$ cat config.mk
export PLATFORM = sky130hd
export DESIGN_NAME = fan_tacho_rpm_monitor
export DESIGN_NICKNAME = d
export VERILOG_FILES = /design/src/rtl/core/ftrm_pkg.sv /design/src/rtl/core/fan_tacho_rpm_monitor.sv /design/src/rtl/core/ftrm_div.sv
export SDC_FILE = /design/constraint.sdc
export NUM_CORES = 1
export LEC_CHECK = 0
export BUFFER_PORTS_ARGS = -buffer_cell sky130_fd_sc_hd__buf_2
export CAP_MARGIN = 30
export CORE_ASPECT_RATIO = 1.4
export CORE_UTILIZATION = 40
export CTS_BUF_LIST = sky130_fd_sc_hd__clkbuf_4 sky130_fd_sc_hd__clkbuf_8 sky130_fd_sc_hd__clkbuf_16
export DETAILED_ROUTE_END_ITERATION = 16
export PLACE_DENSITY = 0.53
export SLEW_MARGIN = 0
export SYNTH_ARGS = -nofsm -noshare
export SYNTH_HDL_FRONTEND = slang
export SYNTH_SLANG_ARGS = --single-unit
$ cat constraint.sdc
create_clock -name clk -period 5.55 [get_ports clk]
set_input_delay 0.555 -clock clk [delete_from_list [all_inputs] [get_ports clk]]
set_output_delay 0.555 -clock clk [all_outputs]
set_load 0.05 [all_outputs]
$ cat src/rtl/core/ftrm_pkg.sv
// Shared types, codes and constants for the fan tach rpm monitor.
package ftrm_pkg;

    // Configuration register widths and indexes
    localparam int CFG_W       = 20;
    localparam int CFG_IDX_W   = 3;
    localparam int FREQ_W      = 20;
    localparam int CNT16_W     = 16;
    localparam int DUTY_W      = 7;

    localparam logic [CFG_IDX_W-1:0] CFG_TACH_FREQ  = 3'd0;
    localparam logic [CFG_IDX_W-1:0] CFG_RELOAD     = 3'd1;
    localparam logic [CFG_IDX_W-1:0] CFG_RPM_MIN    = 3'd2;
    localparam logic [CFG_IDX_W-1:0] CFG_RPM_MAX    = 3'd3;
    localparam logic [CFG_IDX_W-1:0] CFG_PWM_FREQ   = 3'd4;
    localparam logic [CFG_IDX_W-1:0] CFG_FULL_SCALE = 3'd5;

    localparam logic [FREQ_W-1:0]  RST_TACH_FREQ  = 20'd32768;
    localparam logic [CNT16_W-1:0] RST_RELOAD     = 16'd65535;
    localparam logic [CNT16_W-1:0] RST_RPM_MIN    = 16'd1000;
    localparam logic [CNT16_W-1:0] RST_RPM_MAX    = 16'd10000;
    localparam logic [FREQ_W-1:0]  RST_PWM_FREQ   = 20'd25000;
    localparam logic [CNT16_W-1:0] RST_FULL_SCALE = 16'd100;

    localparam logic [DUTY_W-1:0]  DUTY_FULL = 7'd100;

    // Serial divider: dividend holds freq * 30 (below 2^25)
    localparam int DIV_W   = FREQ_W + 5;
    localparam int DCNT_W  = $clog2(DIV_W + 1);

    // Stream payload widths
    localparam int S_TDATA_W = 48;
    localparam int S_TUSER_W = 2;
    localparam int M_TDATA_W = 48;

    // Fan status codes
    localparam logic [1:0] STAT_FRUSTRATED = 2'd0;
    localparam logic [1:0] STAT_STOPPED    = 2'd1;
    localparam logic [1:0] STAT_LOCKED     = 2'd2;

    typedef enum logic [1:0] {
        OP_SET_ENABLE = 2'd0,
        OP_SET_DUTY   = 2'd1,
        OP_SET_TARGET = 2'd2,
        OP_POLL       = 2'd3
    } op_t;

    typedef enum logic [1:0] {
        PH_IDLE  = 2'd0,
        PH_EDGE1 = 2'd1,
        PH_EDGE2 = 2'd2,
        PH_UNDER = 2'd3
    } phase_t;

    typedef enum logic [2:0] {
        ST_IDLE,
        ST_DIV_RPM,
        ST_DIV_TACH,
        ST_DIV_PCT,
        ST_EMIT
    } state_t;

    typedef struct packed {
        logic               start;
        logic [DIV_W-1:0]   dividend;
        logic [CNT16_W-1:0] divisor;
    } div_req_t;

    typedef struct packed {
        logic             done;
        logic [DIV_W-1:0] quotient;
    } div_rsp_t;

endpackage

$ cat src/rtl/core/fan_tacho_rpm_monitor.sv
// Fan tach rpm monitor top level: command decode, measurement phases, result beat.
//
//  channel   direction  bits              contents
//  s_*       in         tuser 2, tdata 48 one command beat
//  m_*       out        tdata 48          one result beat per command
//  cfg_*     in         idx 3, data 20    register write, no read-back
//
// Set enable, set duty and polls that need no division go from accept straight
// to the emit step, which loads the result beat into the output register. A
// poll that measures an interval first runs the shared divider, and set rpm
// target runs it twice, once for the tach value and once for the percentage;
// the divider produces one quotient bit per cycle over 25 bits. One command is
// in flight at a time; the next beat is taken while a result waits in the output
// register, and a stalled result holds the next command in its emit step.
// Reset loads register defaults and fan and control state, not the result payload.
module fan_tacho_rpm_monitor
    import ftrm_pkg::*;
(
    input  logic                 clk,
    input  logic                 rst_n,
    input  logic                 s_tvalid,
    output logic                 s_tready,
    // [0] enable_value, [7:1] duty_percent, [23:8] target_rpm,
    // [24] capture_pending, [25] underflow_pending, [41:26] captured_count
    input  logic [S_TDATA_W-1:0] s_tdata,
    // [1:0] operation
    input  logic [S_TUSER_W-1:0] s_tuser,
    output logic                 m_tvalid,
    input  logic                 m_tready,
    // [15:0] rpm_now, [17:16] status, [18] stalled,
    // [25:19] duty_now, [41:26] target_now
    output logic [M_TDATA_W-1:0] m_tdata,
    input  logic                 cfg_we,
    input  logic [CFG_IDX_W-1:0] cfg_index,
    input  logic [CFG_W-1:0]     cfg_data
);

    // Configuration registers
    logic [FREQ_W-1:0]  tach_freq_reg;
    logic [CNT16_W-1:0] reload_reg;
    logic [CNT16_W-1:0] rpm_min_reg;
    logic [CNT16_W-1:0] rpm_max_reg;
    logic [FREQ_W-1:0]  pwm_freq_reg;
    logic [CNT16_W-1:0] full_scale_reg;

    // Fan state
    state_t             state_reg,   state_next;
    phase_t             phase_reg,   phase_next;
    logic [CNT16_W-1:0] rpm_reg,     rpm_next;
    logic               never_reg,   never_next;
    logic               working_reg, working_next;
    logic               enabled_reg, enabled_next;
    logic [DUTY_W-1:0]  duty_reg,    duty_next;
    logic [CNT16_W-1:0] target_reg,  target_next;

    // Output register
    logic                 m_tvalid_reg, m_tvalid_next;
    logic [M_TDATA_W-1:0] m_tdata_reg,  m_tdata_next;

    // Divider
    div_req_t div_req;
    div_rsp_t div_rsp;

    // Unpacked command fields
    op_t                op;
    logic               enable_value;
    logic [DUTY_W-1:0]  duty_percent;
    logic [CNT16_W-1:0] target_rpm;
    logic               capture_pending;
    logic               underflow_pending;
    logic [CNT16_W-1:0] captured_count;

    logic               accept;
    logic               out_free;
    logic               measuring;
    logic               need_rpm_div;
    logic [CNT16_W-1:0] fs_eff;
    logic [CNT16_W-1:0] tach_clip;
    logic [DIV_W-1:0]   tach_x30;
    logic [DIV_W-1:0]   pwm_x30;
    logic               frustrated;
    logic [1:0]         status_code;
    logic               stalled;

    assign op                = op_t'(s_tuser[1:0]);
    assign enable_value      = s_tdata[0];
    assign duty_percent      = s_tdata[7:1];
    assign target_rpm        = s_tdata[23:8];
    assign capture_pending   = s_tdata[24];
    assign underflow_pending = s_tdata[25];
    assign captured_count    = s_tdata[41:26];

    assign s_tready = (state_reg == ST_IDLE);
    assign accept   = s_tvalid && s_tready;
    assign out_free = !m_tvalid_reg || m_tready;

    // x*30 as x*32 - x*2
    assign tach_x30 = {tach_freq_reg, 5'b0} - DIV_W'({tach_freq_reg, 1'b0});
    assign pwm_x30  = {pwm_freq_reg, 5'b0} - DIV_W'({pwm_freq_reg, 1'b0});

    // zero full scale counts as one
    assign fs_eff = (full_scale_reg == '0) ? CNT16_W'(1) : full_scale_reg;

    // clip the tach value at full scale
    assign tach_clip = (div_rsp.quotient > DIV_W'(fs_eff)) ? fs_eff
                                                           : div_rsp.quotient[CNT16_W-1:0];

    assign measuring = working_reg && enabled_reg && (duty_reg != '0);

    // a capture in phase PH_EDGE2 over a nonempty interval needs the divider
    assign need_rpm_div = (op == OP_POLL) && measuring && (phase_reg == PH_EDGE2) &&
                          !underflow_pending && capture_pending &&
                          (captured_count < reload_reg);

    // Status from state after the command
    assign frustrated = (working_reg == (rpm_reg == '0));
    assign stalled    = enabled_reg && frustrated;

    always_comb
    begin
        if (frustrated)
            status_code = STAT_FRUSTRATED;
        else if (!working_reg)
            status_code = STAT_STOPPED;
        else
            status_code = STAT_LOCKED;
    end

    // Next state
    always_comb
    begin
        state_next = state_reg;
        case (state_reg)
            ST_IDLE:
            begin
                if (accept)
                begin
                    if (op == OP_SET_TARGET)
                        state_next = ST_DIV_TACH;
                    else if (need_rpm_div)
                        state_next = ST_DIV_RPM;
                    else
                        state_next = ST_EMIT;
                end
            end
            ST_DIV_RPM:
            begin
                if (div_rsp.done)
                    state_next = ST_EMIT;
            end
            ST_DIV_TACH:
            begin
                if (div_rsp.done)
                    state_next = ST_DIV_PCT;
            end
            ST_DIV_PCT:
            begin
                if (div_rsp.done)
                    state_next = ST_EMIT;
            end
            ST_EMIT:
            begin
                if (out_free)
                    state_next = ST_IDLE;
            end
            default:
            begin
                state_next = ST_IDLE;
            end
        endcase
    end

    // Datapath and outputs
    always_comb
    begin
        phase_next       = phase_reg;
        rpm_next         = rpm_reg;
        never_next       = never_reg;
        working_next     = working_reg;
        enabled_next     = enabled_reg;
        duty_next        = duty_reg;
        target_next      = target_reg;
        m_tdata_next     = m_tdata_reg;
        m_tvalid_next    = m_tvalid_reg && !m_tready;
        div_req.start    = 1'b0;
        div_req.dividend = tach_x30;
        div_req.divisor  = reload_reg - captured_count;
        case (state_reg)
            ST_IDLE:
            begin
                if (accept)
                begin
                    case (op)
                        OP_SET_ENABLE:
                        begin
                            enabled_next = enable_value;
                        end
                        OP_SET_DUTY:
                        begin
                            duty_next    = (duty_percent > DUTY_FULL) ? DUTY_FULL
                                                                      : duty_percent;
                            working_next = (duty_percent != '0);
                        end
                        OP_SET_TARGET:
                        begin
                            target_next      = target_rpm;
                            div_req.start    = 1'b1;
                            div_req.dividend = pwm_x30;
                            div_req.divisor  = (target_rpm == '0) ? CNT16_W'(1)
                                                                  : target_rpm;
                        end
                        OP_POLL:
                        begin
                            if (!measuring)
                            begin
                                // preset and drop back to idle
                                rpm_next   = enabled_reg ? rpm_min_reg : '0;
                                never_next = 1'b0;
                                phase_next = PH_IDLE;
                            end
                            else if (phase_reg == PH_IDLE)
                            begin
                                // seed, ignore pending flags on this poll
                                if ((rpm_reg == '0) || never_reg)
                                begin
                                    rpm_next   = rpm_min_reg;
                                    never_next = 1'b0;
                                end
                                phase_next = PH_EDGE1;
                            end
                            else if (underflow_pending)
                            begin
                                rpm_next   = rpm_max_reg;
                                never_next = 1'b0;
                                phase_next = PH_UNDER;
                            end
                            else if (capture_pending)
                            begin
                                if (phase_reg == PH_EDGE1)
                                    phase_next = PH_EDGE2;
                                else if (phase_reg == PH_EDGE2)
                                begin
                                    if (need_rpm_div)
                                        div_req.start = 1'b1;
                                    else
                                    begin
                                        // empty interval reads as zero rpm
                                        rpm_next   = '0;
                                        never_next = 1'b0;
                                        phase_next = PH_IDLE;
                                    end
                                end
                            end
                        end
                        default:
                        begin
                            enabled_next = enabled_reg;
                        end
                    endcase
                end
            end
            ST_DIV_RPM:
            begin
                if (div_rsp.done)
                begin
                    // saturate at 16 bits
                    rpm_next   = (div_rsp.quotient[DIV_W-1:CNT16_W] != '0)
                               ? '1 : div_rsp.quotient[CNT16_W-1:0];
                    never_next = 1'b0;
                    phase_next = PH_IDLE;
                end
            end
            ST_DIV_TACH:
            begin
                if (div_rsp.done)
                begin
                    // tach * 100 = tach*64 + tach*32 + tach*4
                    div_req.start    = 1'b1;
                    div_req.dividend = DIV_W'({tach_clip, 6'b0}) +
                                       DIV_W'({tach_clip, 5'b0}) +
                                       DIV_W'({tach_clip, 2'b0});
                    div_req.divisor  = fs_eff;
                end
            end
            ST_DIV_PCT:
            begin
                if (div_rsp.done)
                begin
                    // percentage never exceeds 100 since tach is clipped
                    duty_next    = DUTY_FULL - div_rsp.quotient[DUTY_W-1:0];
                    working_next = (div_rsp.quotient[DUTY_W-1:0] != DUTY_FULL);
                end
            end
            ST_EMIT:
            begin
                if (out_free)
                begin
                    m_tvalid_next = 1'b1;
                    m_tdata_next  = {6'b0, target_reg, duty_reg, stalled,
                                     status_code, rpm_reg};
                end
            end
            default:
            begin
                m_tvalid_next = m_tvalid_reg && !m_tready;
            end
        endcase
    end

    ftrm_div u_div
    (
        .clk   (clk),
        .rst_n (rst_n),
        .req   (div_req),
        .rsp   (div_rsp)
    );

    // Configuration writes; out-of-range indexes are dropped
    always_ff @(posedge clk or negedge rst_n)
    begin
        if (!rst_n)
        begin
            tach_freq_reg  <= RST_TACH_FREQ;
            reload_reg     <= RST_RELOAD;
            rpm_min_reg    <= RST_RPM_MIN;
            rpm_max_reg    <= RST_RPM_MAX;
            pwm_freq_reg   <= RST_PWM_FREQ;
            full_scale_reg <= RST_FULL_SCALE;
        end
        else if (cfg_we)
        begin
            case (cfg_index)
                CFG_TACH_FREQ:  tach_freq_reg  <= cfg_data[FREQ_W-1:0];
                CFG_RELOAD:     reload_reg     <= cfg_data[CNT16_W-1:0];
                CFG_RPM_MIN:    rpm_min_reg    <= cfg_data[CNT16_W-1:0];
                CFG_RPM_MAX:    rpm_max_reg    <= cfg_data[CNT16_W-1:0];
                CFG_PWM_FREQ:   pwm_freq_reg   <= cfg_data[FREQ_W-1:0];
                CFG_FULL_SCALE: full_scale_reg <= cfg_data[CNT16_W-1:0];
                default:        full_scale_reg <= full_scale_reg;
            endcase
        end
    end

    // Control and fan state
    always_ff @(posedge clk or negedge rst_n)
    begin
        if (!rst_n)
        begin
            state_reg    <= ST_IDLE;
            phase_reg    <= PH_IDLE;
            rpm_reg      <= '0;
            never_reg    <= 1'b1;
            working_reg  <= 1'b0;
            enabled_reg  <= 1'b0;
            duty_reg     <= '0;
            target_reg   <= '0;
            m_tvalid_reg <= 1'b0;
        end
        else
        begin
            state_reg    <= state_next;
            phase_reg    <= phase_next;
            rpm_reg      <= rpm_next;
            never_reg    <= never_next;
            working_reg  <= working_next;
            enabled_reg  <= enabled_next;
            duty_reg     <= duty_next;
            target_reg   <= target_next;
            m_tvalid_reg <= m_tvalid_next;
        end
    end

    // Result payload
    always_ff @(posedge clk)
    begin
        m_tdata_reg <= m_tdata_next;
    end

    assign m_tvalid = m_tvalid_reg;
    assign m_tdata  = m_tdata_reg;

    // The divider only finishes while a division is awaited
    a_div_done_in_div: assert property (@(posedge clk) disable iff (!rst_n)
        div_rsp.done |-> (state_reg == ST_DIV_RPM || state_reg == ST_DIV_TACH ||
                          state_reg == ST_DIV_PCT))
        else $error("divider finished outside a divide state");

    // Stored duty stays within percent range
    a_duty_range: assert property (@(posedge clk) disable iff (!rst_n)
        duty_reg <= DUTY_FULL)
        else $error("duty above 100 percent");

    // A new result beat is only raised from the emit state
    a_emit_source: assert property (@(posedge clk) disable iff (!rst_n)
        (m_tvalid_reg && !$past(m_tvalid_reg && !m_tready)) |-> $past(state_reg == ST_EMIT))
        else $error("result beat loaded outside emit state");

    // Working flag always agrees with a nonzero duty
    a_working_duty: assert property (@(posedge clk) disable iff (!rst_n)
        working_reg == (duty_reg != '0))
        else $error("working flag out of step with duty");

endmodule

$ cat src/rtl/core/ftrm_div.sv
// Bit-serial restoring divider: one quotient bit per cycle.
module ftrm_div
    import ftrm_pkg::*;
(
    input  logic     clk,
    input  logic     rst_n,
    input  div_req_t req,
    output div_rsp_t rsp
);

    logic [DCNT_W-1:0]  cnt_reg,  cnt_next;
    logic               done_reg, done_next;
    logic [DIV_W-1:0]   dvd_reg,  dvd_next;
    logic [CNT16_W-1:0] rem_reg,  rem_next;
    logic [CNT16_W-1:0] dsr_reg,  dsr_next;
    logic [CNT16_W:0]   trial;
    logic [CNT16_W:0]   diff;
    logic               ge;

    assign trial = {rem_reg, dvd_reg[DIV_W-1]};
    assign diff  = trial - {1'b0, dsr_reg};
    assign ge    = trial >= {1'b0, dsr_reg};

    always_comb
    begin
        cnt_next  = cnt_reg;
        done_next = 1'b0;
        dvd_next  = dvd_reg;
        rem_next  = rem_reg;
        dsr_next  = dsr_reg;
        if (req.start)
        begin
            cnt_next = DCNT_W'(DIV_W);
            dvd_next = req.dividend;
            dsr_next = req.divisor;
            rem_next = '0;
        end
        else if (cnt_reg != '0)
        begin
            // shift in one dividend bit, subtract when it fits
            cnt_next  = cnt_reg - 1'b1;
            done_next = (cnt_reg == DCNT_W'(1));
            dvd_next  = {dvd_reg[DIV_W-2:0], ge};
            rem_next  = ge ? diff[CNT16_W-1:0] : trial[CNT16_W-1:0];
        end
    end

    always_ff @(posedge clk or negedge rst_n)
    begin
        if (!rst_n)
        begin
            cnt_reg  <= '0;
            done_reg <= 1'b0;
        end
        else
        begin
            cnt_reg  <= cnt_next;
            done_reg <= done_next;
        end
    end

    always_ff @(posedge clk)
    begin
        dvd_reg <= dvd_next;
        rem_reg <= rem_next;
        dsr_reg <= dsr_next;
    end

    assign rsp.done     = done_reg;
    assign rsp.quotient = dvd_reg;

endmodule

==> Word level (Yosys, flattened, before mapping) <==
Cells that the tools add are included.
W data, S select, Z words.
{ "totals": {"wordCells": 187, "register_bits": 257, "in_bits": 78, "out_inout_bits": 50} }
{ "op_classes": {"order_cmp": 4, "addsub": 8, "mux": 78, "n_reduce_logical": 43, "eq_ne": 32} }
{ "op_table": {"columns": ["op", "count"], "rows": [
  ["$mux W16", 17],
  ["$mux W42", 2],
  ["$pmux W42 S2", 1],
  ["$mux W25", 2],
  ["$sub A25 B21 Y25", 2],
  ["$logic_not A16 Y1", 3],
  ["$mux W41", 1],
  ["$pmux W16 S2", 1],
  ["$sub A16 B16 Y16", 2],
  ["$mux W7", 4],
  ["$gt A25 B16 Y1", 1],
  ["$mux W1", 25],
  ["$add A23 B18 Y24", 1],
  ["$add A22 B21 Y23", 1],
  ["$mux W2", 11],
  ["$mux W3", 6],
  ["$ge A17 B16 Y1", 1],
  ["$lt A16 B16 Y1", 1],
  ["$ne A2 B1 Y1 const B", 7],
  ["$pmux W7 S2", 1],
  ["$reduce_and A2 Y1", 7],
  ["$reduce_bool A7 Y1", 2],
  ["$eq A3 B2 Y1 const B", 4],
  ["$pmux W3 S4", 1],
  ["other kinds (33)", 61]
]} }

==> Logic depth before layout (Yosys ltp) <==
{ "depth": {"ltp_word": 18, "depth_mapped": 24, "depth_no_buf": 22} }

==> By module <==
Synthesis repeated with hierarchy kept, for this count alone.
{ "hier_totals": {"hier_cells": 1836, "hier_area_um2": 17087.6} }
{ "by_module_without_submodules": {"columns": ["mod", "area_per_inst_um2", "n_inst", "seq_area_each_um2", "cells_each"], "rows": [
  ["fan_tacho_rpm_monitor", 13416.6, 1, 5112.4, 1476],
  ["ftrm_div", 3671.0, 1, 1701.6, 360]
]} }

==> Worst setup path before layout <==
Ideal clock, no wire load.
{ "synth_path": {"path_type": "reg2reg", "from": "register full_scale_reg[5]", "to": "register u_div.dvd_reg[19], data pin", "setup_ns": 0.259, "path_slack_ns": 0.746, "n_path_buf": 2, "arrival_time_ns": 4.545, "t_required_ns": 5.291, "path_stages_with_launch": 24, "synth_period_minus_slack_ns": 4.804, "cell_sequence": "dfstp_2 nor4_1 a41o_1 ha_1 nor2b_1 o2111ai_1 a21oi_1 o21ai_0 a22oi_1 buf_2 buf_2 mux2i_1 xor2_1 ha_1 o21bai_1 ha_1 a21o_1 a221oi_1 nand2_1 o221ai_1 o21ai_0 xor2_1 a21oi_1 a21oi_1"} }
{ "synth_via": {"elab_chain_len": 9} }
{ "synth_rtl": {"columns": ["element", "line_no", "text"], "rows": [
  ["start, declared", "fan_tacho_rpm_monitor.sv:44", "logic [CNT16_W-1:0] full_scale_reg;"],
  ["start signal, assigned", "fan_tacho_rpm_monitor.sv:338", "CFG_FULL_SCALE: full_scale_reg <= cfg_data[CNT16_W-1:0];"],
  ["start signal, assigned", "fan_tacho_rpm_monitor.sv:339", "default: full_scale_reg <= full_scale_reg;"],
  ["$logic_not A16 Y1", "fan_tacho_rpm_monitor.sv:102", "assign fs_eff = (full_scale_reg == '0) ? CNT16_W'(1) : full_scale_reg;"],
  ["$mux W16 (*)", "fan_tacho_rpm_monitor.sv:102", null],
  ["$gt A25 B16 Y1", "fan_tacho_rpm_monitor.sv:105", "assign tach_clip = (div_rsp.quotient > DIV_W'(fs_eff)) ? fs_eff"],
  ["$mux W16 (*)", "fan_tacho_rpm_monitor.sv:105", null],
  ["$add A22 B21 Y23", "fan_tacho_rpm_monitor.sv:279", "div_req.dividend = DIV_W'({tach_clip, 6'b0}) +"],
  ["$add A23 B18 Y24 (*)", "fan_tacho_rpm_monitor.sv:280", "DIV_W'({tach_clip, 5'b0}) +"],
  ["$mux W42 (*)", "fan_tacho_rpm_monitor.sv:275", "if (div_rsp.done)"],
  ["$pmux W42 S2 (*)", "fan_tacho_rpm_monitor.sv:188", "case (state_reg)"],
  ["$mux W25 (*)", "ftrm_div.sv:31", "if (req.start)"],
  ["net u_div.dvd_next[19]", "ftrm_div.sv:13", "logic [DIV_W-1:0] dvd_reg, dvd_next;"],
  ["end signal, assigned", "ftrm_div.sv:64", "dvd_reg <= dvd_next;"],
  ["end, declared", "ftrm_div.sv:13", null]
]} }
The timed path passes the listed nets; every way through them passes the cells marked *.
A chain may end at the register's enable or synchronous reset.

==> Worst setup path after layout <==
{ "layout_path": {"from": "register full_scale_reg[1]", "to": "register u_div.dvd_reg[21], data pin"} }
Same word-level chain as after synthesis.

==> results.cfg <==
[outcome]
status = finished clean

[grt]
grt_max_degree = 64
grt_pass1_vias = 13200
grt_antenna_before_repair = 4
grt_usage = 0.233
grt_pass1_wl_microns = 76100
overflow = 0

[layout]
final_cell_mix = nand2_1 (190), nor2_1 (127), dfrtp_1 (120)
syn_to_final_growth_pct = 13.8
final_common_cell = nand2_1
antennaDiodeCount = 0
layout-drive-gt1-share = 0.188
largest_register_ffs = 42
finalInstanceArea_sq_mm = 0.0188
final_nets = 2065

[die]
io_pins = 128
initial_core_util = 0.409
dieArea_sq_mm = 0.0422
fp.dieW_microns = 174
die_h_microns = 243
core-area_sq_mm = 0.0405
rows = 87

[routing]
wl_per_cell_microns = 20.2
routed-via-count = 13400
dr.pass1.iters = 5
ant_nets = 0
wirelength_microns = 49100
vias_per_cell = 5.54
drt-initial-drc-count = 896
drc_errors = 0

[setup_path]
cp-start-kind = register
cp_slowest_cell = dfrtp_1
arrival_ns = 5.45
crit_chain = nor4_1 -> a41o_1 -> ha_1 -> nor2b_1 -> o2111ai_1 -> a21oi_1 -> o21ai_0 -> a22oi_1 -> buf_4 -> mux2i_1 -> buf_4 -> xor2_1 -> ha_1 -> or2_2 -> ha_1 -> a21oi_1 -> nand4b_1 -> a21oi_1 -> o221ai_1 -> o21a_1 -> o211ai_1 -> nor3b_1 -> a21oi_1
critical-path-max-stage-delay_ns = 0.42
critical_path_buf_inv_count = 2
crit_type = register to register
required_ns = 5.87
cp_common_cell = a21oi_1
setup.worst_path.end_class = register
path_delay_family = compound AO/OA/AOI/OAI gates
critPathMaxFanout = 17

[pwr]
power.static_leakage_nw = 8.39
irDropWorstVdd_mv = 0.305
power_density_mw_per_mm2 = 546
p_total_mw = 10.3

[place]
place_congestion = 0.846
place_hpwl_microns = 36500
dpl_cell_area_sq_mm = 0.0179
port_buffers = 115

[sta]
rsz0062_at_grt = false
min_period_ns = 5.14
hold_violations = 0
slew_viol_final = 0
post-route-period-util = 0.925
clock_skew_ns = 0.0322
relSlewSlack = 0.343
fin_tns_setup_ns = 0
setup_viol = 0
maxClockFrequency_mhz = 195
worstMarginPinSlew_ns = 0.983

[clock_tree]
clock-sinks = 257
clk_latency_ns = 0.60
cts_tree = built
cts_root_buffer = clkbuf_16
cts_buffers = 29
htreeDepth = 1
clk_pin_slew_ns = 0.07
ctsLongestPathBuffers = 3

[yosys]
synth.ff_latch_count = 257
ys_warn_count = 0
synth_cell_types = 80
syn_area_sq_mm = 0.0166
synthCells = 1748
syn_avg_cell_area_sq_um = 9.47
synth_edf_count = 83
yosysSeqAreaShare = 0.412
async_reset_ff_frac = 0.615
synthFlopType = dfrtp_1

[job]
drv_cap = 0

[worst_hold_path]
hold_path_class = input port to register
## synth_stat cells, drive strengths merged (7+ instances only)
library cell	count	area (sq um)
dfstp	38	998
or2	10	62.6
a31oi	12	75.1
o21a	19	143
nor3	37	185
xor2	35	307
xnor2	51	447
edfxtp	83	2490
buf	15	100
o21bai	18	135
o21ai	116	581
nand4	13	81.3
o211ai	9	67.6
ha	117	1460
mux2	92	1070
nor3b	10	75.1
nor2b	15	93.8
nor2	127	477
a21o	31	233
nand2b	12	75.1
nor4	18	113
a22oi	8	60.1
a221oi	11	96.3
inv	119	447
o22ai	7	43.8
a21oi	121	609
nand3	32	160
dfxtp	16	320
nand2	191	719
o221ai	17	149
clkbuf	57	214
or3	10	62.6
a211oi	19	148
and2	13	81.3
dfrtp	120	3000
mux2i	30	300
and3	16	100
## layer usage
metal,GRT usage,routed length [microns]
met4,0.0606,1060
met5,0,0
met2,0.398,24000
met3,0.0356,2420
met1,0.306,21600
## through the flow
stage / instances / hold WS, ns / util / setup slack, ns
after floorplan: 1753 / 0.259 / - / 0.746
after global placement: 2363 / 0.430 / 0.440 / 0.470
after detailed placement: 2369 / 0.430 / 0.442 / 0.494
after CTS: 2424 / 0.121 / 0.465 / 0.437
after global routing: 2424 / 0.169 / 0.465 / 0.0693
final: 2424 / 0.143 / 0.465 / 0.414
## area by class of cell
cell class | instances | area [sq um]
clock buffers | 34 | 769
clock inverters | 20 | 160
fillers | 4005 | 21700
inverters | 120 | 450
multi-input cells | 1304 | 9060
flip-flops and latches | 257 | 6810
well taps | 534 | 668
repair buffers | 155 | 920
## worst paths after layout
path	startpoint	end	slack, ns	depth (start not counted)
min	m_tready	m_tvalid$_DFF_PN0_	0.14	2
min in group asynchronous	rst_n	rpm_max_reg[3]$_DFFE_PN0P_	0.45	2
max reg2reg	full_scale_reg[1]$_DFFE_PN0P_	u_div.dvd_reg[21]$_DFFE_PP_	0.41	23
min reg2reg	target_reg[12]$_DFFE_PN0P_	m_tdata[38]$_DFFE_PP_	0.45	0
max in group asynchronous	rst_n	target_reg[15]$_DFFE_PN0P_	3.81	3
max	full_scale_reg[1]$_DFFE_PN0P_	u_div.dvd_reg[21]$_DFFE_PP_	0.41	23
## kinds of logic (layout without fill, tap and decap cells)
kind of cell    count (synthesis)  in the layout  synth area share
xor+xnor                       86             86            0.0455
compound gates                445            445             0.172
other cells                     1              6          0.000227
simple gates                  525            525             0.149
fa+ha+maj                     120            120            0.0921
mux                           122            122            0.0828
buf+inv                       192            329            0.0462
flops                         257            257             0.412
## what timing repair did
action,in CTS,in global routing
setup buffers,0,0
hold endpoints to repair,39,0
hold buffers,1,0
gates resized for setup,0,0
## where the power goes
group / leakage (nW) / total, mW / internal [mW] / switching [mW]
sequential: 2.81 / 3.24 / 2.72 / 0.523
clock: 0.463 / 1.90 / 1.08 / 0.820
combinational: 5.12 / 5.14 / 2.13 / 3.01
total: 8.39 / 10.3 / 5.93 / 4.35
Note: power is estimated with default switching activity, not from simulation.
